===== src/design/ssde_pkg.sv =====
`default_nettype none

package ssde_pkg;

  localparam int unsigned ValueWidth = 16;
  localparam int unsigned SymWidth   = 4;
  localparam int unsigned CodeWidth  = 8;
  localparam int unsigned PcWidth    = 3;
  localparam int unsigned BitIdxWidth = 3;
  localparam int unsigned ConvWidth  = 5;
  localparam int unsigned BcdWidth   = 12;

  localparam logic [ValueWidth-1:0] MinFullValue = ValueWidth'(5);
  localparam logic [ConvWidth-1:0]  ConvSteps    = ConvWidth'(ValueWidth);

  typedef enum logic [2:0] {
    SRC_ZERO  = 3'd0,
    SRC_REC   = 3'd1,
    SRC_HUND  = 3'd2,
    SRC_TENS  = 3'd3,
    SRC_UNITS = 3'd4
  } src_e;

  typedef struct packed {
    src_e                   src;
    logic [BitIdxWidth-1:0] top;
    logic                   conv;
    logic                   fin;
  } ctrl_word_t;

  function automatic logic [CodeWidth-1:0] ssde_seg(input logic [SymWidth-1:0] sym);
    logic [CodeWidth-1:0] code;
    unique case (sym)
      4'd0:    code = 8'h5F;
      4'd1:    code = 8'h50;
      4'd2:    code = 8'h6D;
      4'd3:    code = 8'h79;
      4'd4:    code = 8'h72;
      4'd5:    code = 8'h3B;
      4'd6:    code = 8'h3F;
      4'd7:    code = 8'h51;
      4'd8:    code = 8'h7F;
      4'd9:    code = 8'h7B;
      default: code = 8'h00;
    endcase
    return code;
  endfunction

  // One control word per field; two dot bits are fields of their own, the units field holds its dot.
  function automatic ctrl_word_t ssde_program(input logic [PcWidth-1:0] pc);
    ctrl_word_t cw;
    unique case (pc)
      3'd0:    cw = '{src: SRC_ZERO,  top: 3'd3, conv: 1'b1, fin: 1'b0};
      3'd1:    cw = '{src: SRC_REC,   top: 3'd6, conv: 1'b1, fin: 1'b0};
      3'd2:    cw = '{src: SRC_ZERO,  top: 3'd0, conv: 1'b1, fin: 1'b0};
      3'd3:    cw = '{src: SRC_ZERO,  top: 3'd6, conv: 1'b1, fin: 1'b0};
      3'd4:    cw = '{src: SRC_HUND,  top: 3'd6, conv: 1'b0, fin: 1'b0};
      3'd5:    cw = '{src: SRC_ZERO,  top: 3'd0, conv: 1'b0, fin: 1'b0};
      3'd6:    cw = '{src: SRC_TENS,  top: 3'd6, conv: 1'b0, fin: 1'b0};
      default: cw = '{src: SRC_UNITS, top: 3'd7, conv: 1'b0, fin: 1'b1};
    endcase
    return cw;
  endfunction

endpackage

`default_nettype wire


===== src/design/seven_segment_serial_display_encoder.sv =====
`default_nettype none

// Channel   Direction  Ports                                       Transaction
// in        sink       in_valid_i, in_ready_o,                     one display request
//                      req_type_i, value_i, rec_symbol_i
// out       source     out_valid_o, out_ready_i,                   one serial bit
//                      seg_bit_o, last_o
//
// Each request yields 42 output transactions, one per cycle when out_ready_i is high.
// While a request is served, the program counter steps through eight field words.
// The decimal conversion shifts one value bit per emitted bit over the first 16 bits,
// so it is complete before the hundreds field.
// A new request is taken while the final bit still waits in the output register.
// Stalls on the output freeze the sequencer and the conversion together.
// Reset clears the sequencer and the output valid flag.
module seven_segment_serial_display_encoder
  import ssde_pkg::*;
(
  input  wire logic                  clk_i,
  input  wire logic                  rst_ni,
  input  wire logic                  in_valid_i,
  output logic                       in_ready_o,
  input  wire logic                  req_type_i,
  input  wire logic [ValueWidth-1:0] value_i,
  input  wire logic [SymWidth-1:0]   rec_symbol_i,
  output logic                       out_valid_o,
  input  wire logic                  out_ready_i,
  output logic                       seg_bit_o,
  output logic                       last_o
);

  logic                   busy_q;
  logic [PcWidth-1:0]     pc_q;
  logic [BitIdxWidth-1:0] bit_q;
  logic [ConvWidth-1:0]   conv_q;
  logic                   out_valid_q;
  logic [ValueWidth-1:0]  sh_q;
  logic [BcdWidth-1:0]    bcd_q;
  logic [BcdWidth-1:0]    bcd_adj;
  logic                   mode_q;
  logic [SymWidth-1:0]    rec_q;
  logic                   seg_bit_q;
  logic                   last_q;

  logic                   accept;
  logic                   adv;
  logic                   field_end;
  logic                   conv_step;
  ctrl_word_t             cw;
  logic [CodeWidth-1:0]   code;
  logic [ValueWidth-1:0]  eff_value;

  assign in_ready_o  = !busy_q;
  assign accept      = in_valid_i && !busy_q;
  assign adv         = busy_q && (!out_valid_q || out_ready_i);
  assign cw          = ssde_program(pc_q);
  assign field_end   = (bit_q == cw.top);
  assign conv_step   = adv && cw.conv && (conv_q != '0);
  assign out_valid_o = out_valid_q;
  assign seg_bit_o   = seg_bit_q;
  assign last_o      = last_q;

  always_comb begin
    if (!req_type_i && (value_i < MinFullValue)) begin
      eff_value = MinFullValue;
    end else begin
      eff_value = value_i;
    end
  end

  always_comb begin
    for (int i = 0; i < BcdWidth / 4; i++) begin
      if (bcd_q[4*i +: 4] >= 4'd5) begin
        bcd_adj[4*i +: 4] = bcd_q[4*i +: 4] + 4'd3;
      end else begin
        bcd_adj[4*i +: 4] = bcd_q[4*i +: 4];
      end
    end
  end

  always_comb begin
    case (cw.src)
      SRC_REC:   code = mode_q ? '0 : ssde_seg(rec_q);
      SRC_HUND:  code = (mode_q || (bcd_q[11:8] == 4'd0)) ? '0 : ssde_seg(bcd_q[11:8]);
      SRC_TENS:  code = mode_q ? '0 : ssde_seg(bcd_q[7:4]);
      SRC_UNITS: code = ssde_seg(bcd_q[3:0]);
      default:   code = '0;
    endcase
  end

  always_ff @(posedge clk_i or negedge rst_ni) begin
    if (!rst_ni) begin
      busy_q      <= 1'b0;
      pc_q        <= '0;
      bit_q       <= '0;
      conv_q      <= '0;
      out_valid_q <= 1'b0;
    end else begin
      if (accept) begin
        busy_q <= 1'b1;
        pc_q   <= '0;
        bit_q  <= '0;
        conv_q <= ConvSteps;
      end else if (adv) begin
        if (field_end) begin
          bit_q <= '0;
          if (cw.fin) begin
            busy_q <= 1'b0;
            pc_q   <= '0;
          end else begin
            pc_q <= pc_q + PcWidth'(1);
          end
        end else begin
          bit_q <= bit_q + BitIdxWidth'(1);
        end
        if (conv_step) begin
          conv_q <= conv_q - ConvWidth'(1);
        end
      end
      if (adv) begin
        out_valid_q <= 1'b1;
      end else if (out_ready_i) begin
        out_valid_q <= 1'b0;
      end
    end
  end

  always_ff @(posedge clk_i) begin
    if (accept) begin
      sh_q   <= eff_value;
      bcd_q  <= '0;
      mode_q <= req_type_i;
      rec_q  <= rec_symbol_i;
    end else if (conv_step) begin
      sh_q  <= {sh_q[ValueWidth-2:0], 1'b0};
      bcd_q <= {bcd_adj[BcdWidth-2:0], sh_q[ValueWidth-1]};
    end
    if (adv) begin
      seg_bit_q <= code[bit_q];
      last_q    <= cw.fin && field_end;
    end
  end

endmodule

`default_nettype wire


===== config.mk =====
export PLATFORM = sky130hd
export DESIGN_NAME = seven_segment_serial_display_encoder
export DESIGN_NICKNAME = d
export VERILOG_FILES = /design/src/design/ssde_pkg.sv /design/src/design/seven_segment_serial_display_encoder.sv
export SDC_FILE = /design/constraint.sdc
export NUM_CORES = 1
export LEC_CHECK = 0
export ABC_CLOCK_PERIOD_IN_PS = 3200
export BUFFER_PORTS_ARGS = -buffer_cell sky130_fd_sc_hd__buf_4
export CAP_MARGIN = 0
export CORE_ASPECT_RATIO = 0.75
export CORE_MARGIN = 2
export CORE_UTILIZATION = 45
export CTS_CLUSTER_SIZE = 12
export DETAILED_ROUTE_END_ITERATION = 16
export PLACE_DENSITY = 0.69
export SKIP_LAST_GASP = 1
export SLEW_MARGIN = 20
export SYNTH_ARGS = -nofsm -noshare
export SYNTH_HDL_FRONTEND = slang
export SYNTH_SLANG_ARGS = --single-unit

===== constraint.sdc =====
create_clock -name clk_i -period 3.2 [get_ports clk_i]
set_input_delay 0.32 -clock clk_i [delete_from_list [all_inputs] [get_ports clk_i]]
set_output_delay 0.32 -clock clk_i [all_outputs]
set_load 0.02 [all_outputs]

* Yosys cells after proc, flatten, opt, wreduce, memory -nomap -nowiden
Memory sizes are Yosys's and may differ from the RTL's. A register that Yosys moved wholly into a read port is not among the register bits.
Cells that the tools add are included.
** Word-level totals
- Output and inout bits :: 4
- Input bits :: 25
- Memory bits (read-only) :: 448
- Flip-flop bits (word level) :: 48
- Memories :: 4
** Operators by class
- Reduce and logical (&&, ||, !) cells :: 22
- Add/sub/neg operators :: 6
- Order comparisons :: 5
- Equality and inequality tests :: 11
- Multiplexer cells :: 36
** Memories
- (no name shown) :: depth 16, width 7, rd ports 1, clocked after Yosys merged registers in 1, write ports 0, RTL line ssde_pkg.sv:33 : unique case (sym)
- (no name shown) :: depth 16, width 7, rd ports 1, clocked after Yosys merged registers in 1, write ports 0, RTL line ssde_pkg.sv:33
- (no name shown) :: depth 16, width 7, rd ports 1, clocked after Yosys merged registers in 1, write ports 0, RTL line ssde_pkg.sv:33
- (no name shown) :: depth 16, width 7, rd ports 1, clocked after Yosys merged registers in 1, write ports 0, RTL line ssde_pkg.sv:33
** Operators with widths (number)
- $pmux W8 S7 :: 1
- $mux W16 :: 3
- $mux W4 :: 9
- $pmux W8 S4 :: 1
- $mux W3 :: 8
- $mux W8 :: 3
- $lt A16 B3 Y1 const B :: 1
- $mux W5 :: 3
- $eq A3 B2 Y1 const B :: 4
- $eq A3 B3 Y1 const B :: 4
- $ge A4 B3 Y1 const B :: 3
- $reduce_bool A2 Y1 :: 5
- $add A4 B2 Y4 const B :: 2
- $mux W1 :: 7
- $add A3 B1 Y3 const B :: 2
- $eq A3 B1 Y1 const B :: 2
- $logic_and A1 B1 Y1 :: 6
- $reduce_bool A5 Y1 :: 1
- $sub A5 B1 Y5 const B :: 1
- $logic_not A4 Y1 :: 1
- $lt A3 B4 Y1 const B :: 1
- $reduce_and A2 Y1 :: 2
- $add A3 B2 Y3 const B :: 1
- $bmux W1 S3 :: 1
- other kinds (5) :: 8

* Depth between registers and ports, before layout
- Depth in word-level cells :: 8
- Depth in mapped cells :: 13

* Worst setup path after synthesis
No wires, ideal clock.
- Path kind :: flip-flop to flip-flop
- From :: register pc_q[0]
- To :: register with a tool-made name
- Setup time :: 114 ps
- Cell stages (with the launch flop) :: 13
- Period minus slack after synthesis :: 2924 ps
- Path buffers :: 1
- Arrival time :: 2810 ps
- Data required time :: 3086 ps
- Slack :: 276 ps
- Cells stage by stage :: dfrtp_1 > ha_1 > ha_1 > nor4_4 > or2_2 > clkbuf_1 > nand3_1 > o21ai_0 > inv_1 > ha_1 > inv_1 > mux2i_1 > a21o_1
** RTL lines
- start, declared :: RTL line seven_segment_serial_display_encoder.sv:33 : logic [PcWidth-1:0] pc_q;
- start signal, assigned :: RTL line seven_segment_serial_display_encoder.sv:111 : pc_q <= pc_q + PcWidth'(1);

==> results.md <==
- Max FO, Critical Path: 12
- Final setup viols: 0
- Buf+Inv Stages, Crit Path: 3
- F_max: 339 MHz
- Worst path slowest cell: dfrtp_1
- Cell area after synthesis: 0.00420 mm²
- Fin Hold WS: 0.172 ns
- Cells after Synth: 435
- Crit-path cells: inv_1 -> ha_1 -> o2111ai_4 -> or2_2 -> o21ai_0 -> inv_1 -> ha_1 -> inv_1 -> mux2i_1 -> a21o_1
- Slew @ Worst Pin: 0.905 ns
- First-pass GRT wire length: 14,900 µm
- Worst skew pair latency: 0.34 ns
- CORE AREA: 0.00905 mm²
- Status: complete, no violations
- CP delay by family, top: compound AO/OA/AOI/OAI gates
- Clk sinks: 76
- Vias per Instance: 5.24
- Post-route ant nets: 0
- Yosys top cell area share: 0.191
- CP startpoint kind: flip-flop
- Vias in the first global route: 3,034
- Post-synthesis sequential area ratio: 0.433
- Slew HR: 0.396
- Initial antenna violation count: 0
- Die height: 87.6 µm
- I/O Pins: 29
- Flop2flop setup slack: 0.25 ns
- Internal power: 3.46 mW
- WL final: 9300 µm
- Root Buffer: clkbuf_16
- Critical path capture point type: flip-flop
- Worst path required time: 3.43 ns
- DP Wirelength: 6890 µm
- Die area: 0.0101 mm²
- Die width: 116 µm
- Post-synth top area cell: dfxtp_1
- CTS max path bufs: 2
- Htree depth: 3
- Tmin final: 2.95 ns
- Largest cells by area after synthesis: dfxtp_1 19%, edfxtp_1 16%, ha_1 11%
- Syn avg cell area: 9.65 µm²
- Vias: 3,169
- Post-Synthesis Net Count: 497
- CTS Buf Count: 9
- GR Util All Layers: 0.194
- Switching portion of total power: 0.406
- Critical path data arrival time: 3.18 ns
- Critical Setup Path Class: flip-flop to flip-flop
- Slew Viols, Final: 0
- Critical path's largest stage delay: 0.47 ns
- Unrepaired setup endpoints after global routing: false
- Nets: 534
- Final hold viol count: 0
- Synth Warn #: 0
- Share of power burned in the clock network: 0.179
- Yosys reg bits: 76
- Ant diodes: 0
- Max IR drop VDD: 0.000409 V
- Combinational share of power: 0.513
- Most frequent cells after synthesis: 76 x nand2_1, 40 x dfxtp_1, 38 x inv_1, 37 x ha_1, 23 x edfxtp_1
- Synth-to-layout area growth: 16.9%
- CP most frequent cell: inv_1
- CTS tree: yes
- Largest net degree at the start of global routing: 34
- Setup TNS: 0 ns
- Sequential Power Share: 0.308
- Unique masters post-synth: 56
- Hold WC Path Type: input port to flip-flop
- # DRC: 0
- Placer Congestion: 0.887
- EDFF count, synth: 23
- Synth Flop Type: dfxtp_1
- Port buffer count: 28
- Clock-pin slew of the registers on the worst-case setup and hold paths: 0.06 ns
- First DRT Iteration DRCs: 227
- Post-synth ARST share: 0.171
- Site Rows: 30
- 1st-pass router iterations: 4
- DR WL/cell: 15.4 µm
- Switch Pwr: 2.37 mW
- Leakage: 2.20 nW
- Period Utilization, post-route: 0.922
- Final Instance Count excl. Fillers: 605
- Most frequent cell after synthesis: nand2_1
- Max Cap Viol: 0
- Placed cells: 588
- Layout cells sized above 1: 0.157
- Clock Skew: 0.00886 ns
- Total global routing overflow: 0
- Layout Utilization: 0.543
- Initial Utilization: 0.464
- Cell Pwr Density: 1190 mW/mm²
final timing paths:
kind / startpoint / to / cells past startpoint
max reg2reg: pc_q[2] / flip-flop / 10
min in group asynchronous: rst_ni / pc_q[2] / 2
min: rec_symbol_i[0] / rec_q[0] / 1
max: pc_q[2] / flip-flop / 10
min reg2reg: sh_q[15] / bcd_q[0] / 2
max in group asynchronous: rst_ni / conv_q[0] / 2
layout make-up:
type | count | area, µm²
Sequential cell | 76 | 1820
Clock buffer | 11 | 255
Clock inverter | 5 | 57.6
Timing Repair Buffer | 37 | 280
Tap cell | 128 | 160
Inverter | 40 | 150
Fill cell | 798 | 4140
Multi-Input combinational cell | 308 | 2190
stage by stage:
step           total power [mW]  setup WS, ns  instance area, µm²
2_1_floorplan              4.04         0.276                4200
3_3_place_gp               4.66         0.422                4590
3_5_place_dp               4.78         0.295                4590
4_1_cts                    5.85         0.256                4910
5_1_grt                    6.32        0.0896                4910
6_report                   5.84         0.251                4910
cells by family after synthesis:
| group | share of synthesized area |
|---|---|
| compound gates | 0.145 |
| xor+xnor | 0.0146 |
| fa+ha+maj | 0.110 |
| buf+inv | 0.0459 |
| flops | 0.433 |
| mux | 0.0843 |
| simple gates | 0.167 |
power groups by stage:
stage,Sequential [mW],Combinational [mW],Clock (mW)
5_1_grt,1.85,3.38,1.10
3_3_place_gp,1.80,2.87,0
4_1_cts,1.79,3.00,1.06
3_5_place_dp,1.81,2.97,0
6_report,1.80,2.99,1.04
2_1_floorplan,1.71,2.33,0
placed cells by master (no fill, tap or decap), drive strengths merged, types with 2 or more instances in the layout:
master and n:
mux2 9, o21ai 25, edfxtp 23, nor3b 4, o31a 3, and2 2
nor4 6, clkbuf 11, mux2i 22, nand3 11, dfrtp 13, o22ai 2
nand2 76, a21oi 11, nor2 22, a21o 11, buf 36, a2bb2oi 2
inv 39, a22oi 9, clkinv 4, dfxtp 40, xnor2 6, and3 2
nand2b 8, o31ai 7, a31oi 6, ha 37, nor3 8
per-layer routing:
metal	wire [µm]	vias up	global-route usage
met1	4480	1502	0.273
met4	121	0	0.0668
met2	4130	66	0.289
li1	-	1592	-
met3	561	9	0.0512
met5	0	-	0
what timing repair did:
item	CTS	global route
hold buffers	1	0
gates resized for setup	0	0
hold endpoints to repair	13	0
setup buffers	0	0
Note: power is estimated with default switching activity, not from simulation.
